**src/rtl/bgc_pkg.sv**
```systemverilog
// Package: shared types and constants for the button gesture classifier.
package bgc_pkg;

    localparam int unsigned TICK_W = 16;
    localparam int unsigned COUNT_W = 3;
    localparam int unsigned CFG_IDX_W = 2;

    localparam logic [TICK_W-1:0] TICK_SAT = {TICK_W{1'b1}};
    localparam logic [COUNT_W-1:0] COUNT_SAT = {COUNT_W{1'b1}};

    localparam logic [TICK_W-1:0] WINDOW_RST = 16'd300;
    localparam logic [TICK_W-1:0] LONG_RST = 16'd1000;
    localparam logic [TICK_W-1:0] HOLD_RST = 16'd2000;

    localparam logic [CFG_IDX_W-1:0] CFG_IDX_WINDOW = 2'd0;
    localparam logic [CFG_IDX_W-1:0] CFG_IDX_LONG = 2'd1;
    localparam logic [CFG_IDX_W-1:0] CFG_IDX_HOLD = 2'd2;

    localparam logic [COUNT_W-1:0] COUNT_ONE = 3'd1;
    localparam logic [COUNT_W-1:0] COUNT_TWO = 3'd2;
    localparam logic [COUNT_W-1:0] COUNT_THREE = 3'd3;

    typedef enum logic [2:0] {
        GEST_SINGLE = 3'd0,
        GEST_DOUBLE = 3'd1,
        GEST_TRIPLE = 3'd2,
        GEST_LONG = 3'd3,
        GEST_HOLD = 3'd4
    } t_gesture;

    typedef struct packed {
        logic [TICK_W-1:0] multi_press_window;
        logic [TICK_W-1:0] long_press_ticks;
        logic [TICK_W-1:0] hold_delay_ticks;
    } t_cfg;

    typedef struct packed {
        logic     valid;
        t_gesture gesture;
    } t_result;

endpackage

```
**src/rtl/bgc_if.sv**
```systemverilog
// Interfaces: input, result and configuration channels of the gesture classifier.
interface bgc_in_if;
    logic valid;
    logic ready;
    logic button_down;

    modport source (output valid, output button_down, input ready);
    modport sink (input valid, input button_down, output ready);
endinterface

interface bgc_out_if;
    logic       valid;
    logic       ready;
    logic [2:0] gesture;

    modport source (output valid, output gesture, input ready);
    modport sink (input valid, input gesture, output ready);
endinterface

interface bgc_cfg_if;
    logic        valid;
    logic        ready;
    logic [1:0]  index;
    logic [15:0] data;

    modport source (output valid, output index, output data, input ready);
    modport sink (input valid, input index, input data, output ready);
endinterface

```
**src/rtl/bgc_cfg_regs.sv**
```systemverilog
// Configuration register file: window, long-press and hold thresholds.
module bgc_cfg_regs
    import bgc_pkg::*;
(
    input  logic      i_clk,
    input  logic      i_rst_n,
    bgc_cfg_if.sink   i_cfg,
    output t_cfg      o_cfg
);

    t_cfg r_cfg;
    t_cfg n_cfg;

    assign i_cfg.ready = 1'b1;

    always_comb begin
        n_cfg = r_cfg;
        if (i_cfg.valid) begin
            case (i_cfg.index)
                CFG_IDX_WINDOW: n_cfg.multi_press_window = i_cfg.data;
                CFG_IDX_LONG:   n_cfg.long_press_ticks = i_cfg.data;
                CFG_IDX_HOLD:   n_cfg.hold_delay_ticks = i_cfg.data;
                default:        n_cfg = r_cfg;
            endcase
        end
    end

    always_ff @(posedge i_clk) begin
        if (!i_rst_n) begin
            r_cfg.multi_press_window <= WINDOW_RST;
            r_cfg.long_press_ticks <= LONG_RST;
            r_cfg.hold_delay_ticks <= HOLD_RST;
        end else begin
            r_cfg <= n_cfg;
        end
    end

    assign o_cfg = r_cfg;

endmodule

```
**src/rtl/bgc_classify.sv**
```systemverilog
// Gesture state and per-tick classification from one registered button sample.
module bgc_classify
    import bgc_pkg::*;
(
    input  logic    i_clk,
    input  logic    i_rst_n,
    input  logic    i_step,
    input  logic    i_down,
    input  t_cfg    i_cfg,
    output t_result o_result
);

    logic               r_held,          n_held;
    logic [TICK_W-1:0]  r_press_ticks,   n_press_ticks;
    logic [COUNT_W-1:0] r_press_count,   n_press_count;
    logic [TICK_W-1:0]  r_window_left,   n_window_left;
    logic               r_window_active, n_window_active;
    t_result            res;

    always_comb begin
        n_held = r_held;
        n_press_ticks = r_press_ticks;
        n_press_count = r_press_count;
        n_window_left = r_window_left;
        n_window_active = r_window_active;
        res.valid = 1'b0;
        res.gesture = GEST_SINGLE;

        // press length keeps counting through the release tick
        if (r_held && r_press_ticks != TICK_SAT) begin
            n_press_ticks = r_press_ticks + 1'b1;
        end

        if (i_down) begin
            if (!r_held) begin
                n_held = 1'b1;
                n_press_ticks = '0;
                if (r_press_count != COUNT_SAT) begin
                    n_press_count = r_press_count + 1'b1;
                end
                n_window_active = 1'b0;
                n_window_left = '0;
            end
            if (n_press_ticks >= i_cfg.hold_delay_ticks) begin
                res.valid = 1'b1;
                res.gesture = GEST_HOLD;
            end
        end else if (r_held) begin
            n_held = 1'b0;
            if (n_press_ticks < i_cfg.long_press_ticks) begin
                n_window_left = i_cfg.multi_press_window;
                n_window_active = 1'b1;
            end else begin
                n_press_count = '0;
                n_window_active = 1'b0;
                n_window_left = '0;
                res.valid = 1'b1;
                res.gesture = GEST_LONG;
            end
        end else if (r_window_active) begin
            if (r_window_left != '0) begin
                n_window_left = r_window_left - 1'b1;
            end else begin
                // window expired: report a count of one to three and drop the count
                n_window_active = 1'b0;
                n_press_count = '0;
                case (r_press_count)
                    COUNT_ONE: begin
                        res.valid = 1'b1;
                        res.gesture = GEST_SINGLE;
                    end
                    COUNT_TWO: begin
                        res.valid = 1'b1;
                        res.gesture = GEST_DOUBLE;
                    end
                    COUNT_THREE: begin
                        res.valid = 1'b1;
                        res.gesture = GEST_TRIPLE;
                    end
                    default: res.valid = 1'b0;
                endcase
            end
        end
    end

    always_ff @(posedge i_clk) begin
        if (!i_rst_n) begin
            r_held <= 1'b0;
            r_press_ticks <= '0;
            r_press_count <= '0;
            r_window_left <= '0;
            r_window_active <= 1'b0;
        end else if (i_step) begin
            r_held <= n_held;
            r_press_ticks <= n_press_ticks;
            r_press_count <= n_press_count;
            r_window_left <= n_window_left;
            r_window_active <= n_window_active;
        end
    end

    assign o_result.valid = i_step && res.valid;
    assign o_result.gesture = res.gesture;

endmodule

```
**src/rtl/button_gesture_classifier_core.sv**
```systemverilog
// Top level: input register, classification logic and result register.
// A result word is formed from an input word held in the input register and is kept in the result register.
// Throughput: one input word per cycle; the result register lets input flow
// while a finished word waits, and input stalls only when that word is not taken.
// Reset (synchronous, active low) clears all gesture state and pipeline valids
// and loads the thresholds with 300, 1000 and 2000 ticks.
module button_gesture_classifier_core
    import bgc_pkg::*;
(
    input  logic      i_clk,
    input  logic      i_rst_n,
    bgc_in_if.sink    i_in,
    bgc_out_if.source o_out,
    bgc_cfg_if.sink   i_cfg
);

    t_cfg     cfg;
    t_result  result;
    logic     r_in_valid;
    logic     r_in_down;
    logic     r_out_valid;
    t_gesture r_gesture;
    logic     out_free;
    logic     advance;

    bgc_cfg_regs u_cfg_regs (
        .i_clk   (i_clk),
        .i_rst_n (i_rst_n),
        .i_cfg   (i_cfg),
        .o_cfg   (cfg)
    );

    // the result register is free when empty or being emptied this cycle
    assign out_free = !r_out_valid || o_out.ready;
    assign advance = r_in_valid && out_free;
    assign i_in.ready = !r_in_valid || out_free;

    bgc_classify u_classify (
        .i_clk    (i_clk),
        .i_rst_n  (i_rst_n),
        .i_step   (advance),
        .i_down   (r_in_down),
        .i_cfg    (cfg),
        .o_result (result)
    );

    always_ff @(posedge i_clk) begin
        if (!i_rst_n) begin
            r_in_valid <= 1'b0;
        end else if (i_in.ready) begin
            r_in_valid <= i_in.valid;
        end
    end

    always_ff @(posedge i_clk) begin
        if (i_in.valid && i_in.ready) begin
            r_in_down <= i_in.button_down;
        end
    end

    always_ff @(posedge i_clk) begin
        if (!i_rst_n) begin
            r_out_valid <= 1'b0;
        end else if (advance) begin
            r_out_valid <= result.valid;
        end else if (o_out.ready) begin
            r_out_valid <= 1'b0;
        end
    end

    always_ff @(posedge i_clk) begin
        if (result.valid) begin
            r_gesture <= result.gesture;
        end
    end

    assign o_out.valid = r_out_valid;
    assign o_out.gesture = r_gesture;

endmodule
```
**src/flat_wrapper.sv**
```systemverilog
// flat-port wrapper written by rule: the top's interface ports become plain ports
module button_gesture_classifier_core_flat import bgc_pkg::*;
  (i_clk, i_rst_n, i_in_valid, i_in_button_down, i_in_ready, o_out_valid, o_out_gesture, o_out_ready, i_cfg_valid, i_cfg_index, i_cfg_data, i_cfg_ready);
  bgc_in_if i_in_i ();
  bgc_out_if o_out_i ();
  bgc_cfg_if i_cfg_i ();
  input  logic i_clk;
  input  logic i_rst_n;
  input wire logic [$bits(i_in_i.valid)-1:0] i_in_valid;
  input wire logic [$bits(i_in_i.button_down)-1:0] i_in_button_down;
  output wire logic [$bits(i_in_i.ready)-1:0] i_in_ready;
  output wire logic [$bits(o_out_i.valid)-1:0] o_out_valid;
  output wire logic [$bits(o_out_i.gesture)-1:0] o_out_gesture;
  input wire logic [$bits(o_out_i.ready)-1:0] o_out_ready;
  input wire logic [$bits(i_cfg_i.valid)-1:0] i_cfg_valid;
  input wire logic [$bits(i_cfg_i.index)-1:0] i_cfg_index;
  input wire logic [$bits(i_cfg_i.data)-1:0] i_cfg_data;
  output wire logic [$bits(i_cfg_i.ready)-1:0] i_cfg_ready;
  assign i_in_i.valid = i_in_valid;
  assign i_in_i.button_down = i_in_button_down;
  assign i_in_ready = i_in_i.ready;
  assign o_out_valid = o_out_i.valid;
  assign o_out_gesture = o_out_i.gesture;
  assign o_out_i.ready = o_out_ready;
  assign i_cfg_i.valid = i_cfg_valid;
  assign i_cfg_i.index = i_cfg_index;
  assign i_cfg_i.data = i_cfg_data;
  assign i_cfg_ready = i_cfg_i.ready;
  button_gesture_classifier_core u_core (.i_clk(i_clk), .i_rst_n(i_rst_n), .i_in(i_in_i), .o_out(o_out_i), .i_cfg(i_cfg_i));
endmodule
```
**config.mk**
```make
export PLATFORM = sky130hd
export DESIGN_NAME = button_gesture_classifier_core_flat
export DESIGN_NICKNAME = d
export VERILOG_FILES = /design/src/rtl/bgc_pkg.sv /design/src/rtl/bgc_if.sv /design/src/rtl/bgc_cfg_regs.sv /design/src/rtl/bgc_classify.sv /design/src/rtl/button_gesture_classifier_core.sv /design/src/flat_wrapper.sv
export SDC_FILE = /design/constraint.sdc
export NUM_CORES = 1
export LEC_CHECK = 0
export ABC_AREA = 1
export BUFFER_PORTS_ARGS = -buffer_cell sky130_fd_sc_hd__buf_2
export CAP_MARGIN = 10
export CORE_UTILIZATION = 40
export CTS_CLUSTER_DIAMETER = 80
export DETAILED_ROUTE_END_ITERATION = 6
export GPL_TIMING_DRIVEN = 0
export SKIP_CTS_REPAIR_TIMING = 1
export SYNTH_ARGS = -nofsm -noshare
export SYNTH_HDL_FRONTEND = slang
export SYNTH_SLANG_ARGS = --single-unit
```
**constraint.sdc**
```tcl
create_clock -name i_clk -period 10.8 [get_ports i_clk]
set_clock_uncertainty 0.2 [all_clocks]
set_input_delay 0.54 -clock i_clk [delete_from_list [all_inputs] [get_ports i_clk]]
set_output_delay 0.54 -clock i_clk [all_outputs]
set_load 0.005 [all_outputs]
```
### Word level (Yosys, flattened, before mapping)

Cells that the tools add are included.

* flip-flop bits (word level): 91
* input port bits: 24
* output and inout port bits: 6

* $add $sub $neg: 3
* $lt $le $gt $ge: 2
* equality and inequality tests: 11
* multiplexer cells: 34
* reductions and logical operators: 20

Operators with widths (count)
* 16-bit 2-to-1 mux: 10
* 4-bit 2-to-1 mux: 6
* 3-bit 2-to-1 mux: 7
* 16-bit by 1-bit adder with 16-bit output (second input constant): 1
* 16-bit >= comparator: 1
* 16-bit less-than comparator: 1
* 16-bit != test (second input constant): 1
* 16-bit nonzero test: 1
* 16-bit by 1-bit subtractor with 16-bit output (second input constant): 1
* 1-bit 2-to-1 mux: 10
* 2-bit AND reduction: 4
* 3-bit by 2-bit equality test with 1-bit output (second input constant): 2
* 2-bit != test (second input constant): 3
* 6-bit AND reduction: 1
* 3-bit nonzero test: 2
* 1-bit logical AND: 4
* 2-bit one-hot mux with 2 select lines: 1
* 4-bit AND reduction: 1
* 3-bit by 1-bit adder with 3-bit output (second input constant): 1
* 3-bit by 1-bit equality test with 1-bit output (second input constant): 1
* 3-bit by 2-bit != test with 1-bit output (second input constant): 1
* 3-bit != test (second input constant): 1
* 3-bit OR reduction: 1
* 2-bit by 1-bit equality test with 1-bit output (second input constant): 1
* 5 further kinds: 7

### Logic depth before layout (Yosys ltp)

* depth in word-level cells: 10
* depth in mapped cells: 23
* mapped depth without buffers: 23

### Modules after synthesis

Synthesis repeated with hierarchy kept, for this count alone.

* cells, all modules: 829
* area total of the unflattened synthesis: 5632.9 um2

By module, submodules not included
* bgc_classify: instances 1, cells each 529, area each 3418.3 um2
* bgc_cfg_regs: instances 1, cells each 283, area each 1996.9 um2
* button_gesture_classifier_core: instances 1, cells each 17, area each 217.7 um2

### Worst setup path before layout

OpenSTA, ideal clock, no wires.

* path kind: register to register
* start point: register u_core.u_classify.r_press_ticks[0]
* end point: register u_core.r_gesture[0], in the netlist u_core.o_out.gesture[0] (enable)
* arrival time: 3020 ps
* required time: 10354 ps
* setup slack: 7334 ps
* stages on the path, launching flop included: 23
* period minus slack after synthesis: 3466 ps
* cell sequence: dfxtp_1 > ha_1 > nand2_1 > nor2_1 > nand2_2 > o21ai_4 > inv_1 > nand2_1 > nor2_4 > and3_1 > xor2_1 > inv_2 > ha_1 > nand2_1 > inv_1 > a221oi_1 > o21ai_0 > a31oi_4 > nand2_4 > nand2_2 > nand2_2 > nand2_2 > inv_1

RTL lines
* start: declaration: line bgc_classify.sv:14 `logic [TICK_W-1:0] r_press_ticks, n_press_ticks;`
* start signal: assignment: line bgc_classify.sv:95 `r_press_ticks <= n_press_ticks;`
* end signal: assignment: line button_gesture_classifier_core.sv:73 `r_gesture <= result.gesture;`
* end: declaration: line button_gesture_classifier_core.sv:22 `t_gesture r_gesture;`

==> metrics.md <==
| Metric | Value |
|---|---|
| Max cap viols | `0` |
| Yosys top cell area share | `between 30% and 40%` |
| Grt total ovfl | `0` |
| RSZ-0062 raised after global routing | `false` |
| Reg2reg end | `u_core.o_out.gesture[1]` |
| Critical path required time | `10.70 ns` |
| Yosys cell types | `44` |
| DP Wirelength | `between 10000 and 15000 um` |
| I/O Pins | `30` |
| CP max FO | `8` |
| Synthesized cell area | `between 5000 and 6000 um^2` |
| R2r setup slk | `6.79 ns` |
| Vias per cell | `between 4 and 5` |
| Max VDD drop | `roughly 0.00007 V` |
| # port buffers | `28` |
| TritonCTS clock tree | `done` |
| Relative slew margins | `between 40% and 50%` |
| Sw frac | `between 20% and 30%` |
| Initial DRC count | `around 230` |
| Minimum clock period | `~4.0 ns` |
| Worst hold slack | `0.176 ns` |
| Hold WC Path Type | `in2reg` |
| Die H | `117 um` |
| Final Core Density | `a little under half` |
| Cells after synthesis | `around 730` |
| Routed len/inst | `~14 um` |
| Worst-Margin Slew | `0.774 ns` |
| Critical Setup Path Class | `reg2reg` |
| Root buf cell | `clkbuf_16` |
| Fmax | `about 250 MHz` |
| Final setup TNS | `0 ns` |
| Drt total wl | `13300 um` |
| Worst reg2reg path depth | `22` |
| Reg clk slew, reported paths | `roughly 0.060 ns` |
| # fillers | `~1300` |
| Top FF cell, synth | `dfxtp_1` |
| GRT Total Usage | `21.3%` |
| Comb power frac | `between 10% and 20%` |
| Power share of the clock group | `about two fifths` |
| Critical Path Start Type | `flip-flop` |
| DRT antenna net count | `0` |
| # H-tree levels | `3` |
| Drt first pass iters | `5` |
| Reg power frac | `between 40% and 50%` |
| Layout Nets | `approximately 830` |
| Outcome | `finished clean` |
| Number of global-route vias before repair | `roughly 4400` |
| Post-synth EDFFs | `4` |
| WP data arrival | `3.92 ns` |
| Ys async rst share | `0%` |
| Global-route wire length before repair | `22000 um` |
| Core ar. | `approximately 13000 um^2` |
| Synth Net Count | `roughly 790` |
| Register bit total from synthesis | `91` |
| Initial Util | `~41%` |
| # rows | `41` |
| Final number of setup-violating endpoints | `0` |
| Worst hold start | `i_in_button_down` |
| Final std cells w/o fill | `between 900 and 1000` |
| Layout area overhead | `12.1%` |
| Die X | `roughly 120 um` |
| Hold Path Sink | `u_core.r_in_down` |
| Cells on Worst Hold Path | `1` |
| CTS Buf Count | `9` |
| Cell taking the most area after synthesis | `dfxtp_1` |
| Skew-Pair Late Insertion Delay | `around 0.34 ns` |
| Placed cell count | `between 900 and 1000` |
| Final Wtd Congestion | `about 0.88` |
| Count leader, synth | `nand2_1` |
| Share of post-route cells with drive strength above 1 | `12.1%` |
| Max Slew Vio Count | `0` |
| Clk buf depth | `2` |
| Int Pwr | `approximately 0.56 mW` |
| Psw | `~0.19 mW` |
| Synth top cells by count | `nand2_1 (175), dfxtp_1 (87), inv_1 (85), nor2_1 (75), a21oi_1 (63)` |
| Clock Sinks | `roughly 90` |
| YS warnings | `0` |
| Number of antenna violations at the first check in global routing | `0` |
| Sequential share of the synthesized area | `about a third` |
| # diodes | `0` |
| Largest net degree at the start of global routing | `14` |
| PwrDens | `127 nW/um^2` |
| LEAKAGE | `around 2.6 nW` |
| Hold Vio Cnt, Final | `0` |
| Average cell area after synthesis | `7.23 um^2` |
| RR Startpoint | `u_core.u_classify.r_press_ticks[0]` |
| DIE AREA | `roughly 14000 um^2` |
| Synth area leaders | `dfxtp_1 (33%), nand2_1 (12%), ha_1 (9.0%)` |
| Crit path capture type | `flip-flop` |
| Vias | `roughly 4700` |
| Fin crit share | `~37%` |
| DRC | `0` |
cells in the final DEF (no fill, tap or decap), types with 12 or more instances in the layout:
cell type  count
nand3_2       12
o21ai_0       39
xor2_1        13
inv_1         85
dfxtp_1       87
a21oi_1       63
nand2_1      175
nor2_1        75
nand3_1       26
buf_2         30
o211ai_1      12
ha_1          38
clkbuf_1      20
state kept, by name, summed over array words and instances (netlist names):
register                           count
u_core.o_out.gesture                   3
u_core.u_classify.r_held               1
u_core.r_in_down                       1
u_core.u_classify.r_press_count        3
u_core.u_classify.r_window_active      1
u_core.o_out.valid                     1
u_core.u_classify.r_window_left       16
u_core.r_in_valid                      1
u_core.u_cfg_regs.o_cfg               48
u_core.u_classify.r_press_ticks       16
how the worst max path moves through the flow:
stage | startpoint | to | slack, ns
floorplan | u_core.u_classify.r_press_ticks[0] | u_core.o_out.gesture[0] | 7.33
global placement | u_core.u_classify.r_press_ticks[0] | u_core.o_out.gesture[2] | 6.77
detailed placement | u_core.u_classify.r_press_ticks[0] | u_core.o_out.gesture[2] | 6.77
CTS | u_core.u_classify.r_press_ticks[0] | u_core.o_out.gesture[1] | 6.74
global route | u_core.u_classify.r_press_ticks[0] | u_core.o_out.gesture[0] | 6.47
finish | u_core.u_classify.r_press_ticks[0] | u_core.o_out.gesture[1] | 6.79
worst max-delay path, cell delays in order (launching register included):
cell and delay (ns):
dfxtp_1 0.39, ha_1 0.22, nand2_1 0.06, nor2_1 0.11
nand2_2 0.09, o21ai_4 0.20, inv_1 0.13, nand2_1 0.16
nor2_4 0.05, and3_1 0.17, xor2_1 0.30, inv_2 0.08
ha_1 0.29, nand2_1 0.07, inv_1 0.05, a221oi_1 0.25
o21ai_0 0.18, a31oi_4 0.37, nand2_4 0.14, nand2_2 0.08
nand2_2 0.05, nand2_2 0.07, inv_1 0.07
layer usage:
metal	vias up	global-route usage, %	part of all wire [%]
met5	-	0	0
met4	0	7.51	2.3
met2	88	33.1	44
li1	2445	-	-
met3	19	2.99	3.8
met1	2106	30.3	49
kinds of logic (layout without fill, tap and decap cells):
group                      after synthesis  after routing  share of synthesized area (%)
xor gates and xnor gates                24             24                           3.97
and+or+nand+nor                        326            326                           27.2
other                                    1              1                         0.0708
buffers and inverters                  117            159                           9.57
adders and majority gates               38             38                           8.98
AOI/OAI and AO/OA                      135            135                           15.0
DFF                                     91             91                           35.2
layout make-up:
class                   instances  area (um^2)  share of cell area [%]
clock inverters                 3         40.0                   0.675
inverters                      88          330                    5.57
well taps                     172          215                    3.63
clock buffers                  11          243                    4.09
plain buffers                  29          176                    2.97
multi-input cells             524         2930                    49.3
repair buffers                 28          140                    2.36
flip-flops and latches         91         1860                    31.4
power groups by stage:
| stage | sequential [mW] | clock (mW) | combinational (mW) |
|---|---|---|---|
| after global routing | 0.355 | 0.328 | 0.104 |
| after floorplan | 0.361 | 0 | 0.0641 |
| after CTS | 0.354 | 0.315 | 0.0906 |
| final | 0.354 | 0.310 | 0.0907 |
| after global placement | 0.362 | 0 | 0.0878 |
| after detailed placement | 0.362 | 0 | 0.0898 |
metrics by stage:
step / cell area (um^2) / setup slack (ns) / power (mW)
floorplan: 5300 / 7.33 / 0.425
CTS: 5930 / 6.74 / 0.760
global route: 5930 / 6.47 / 0.787
detailed placement: 5650 / 6.77 / 0.452
global placement: 5650 / 6.77 / 0.449
finish: 5930 / 6.79 / 0.755
Power figures use the tool's default switching activity.
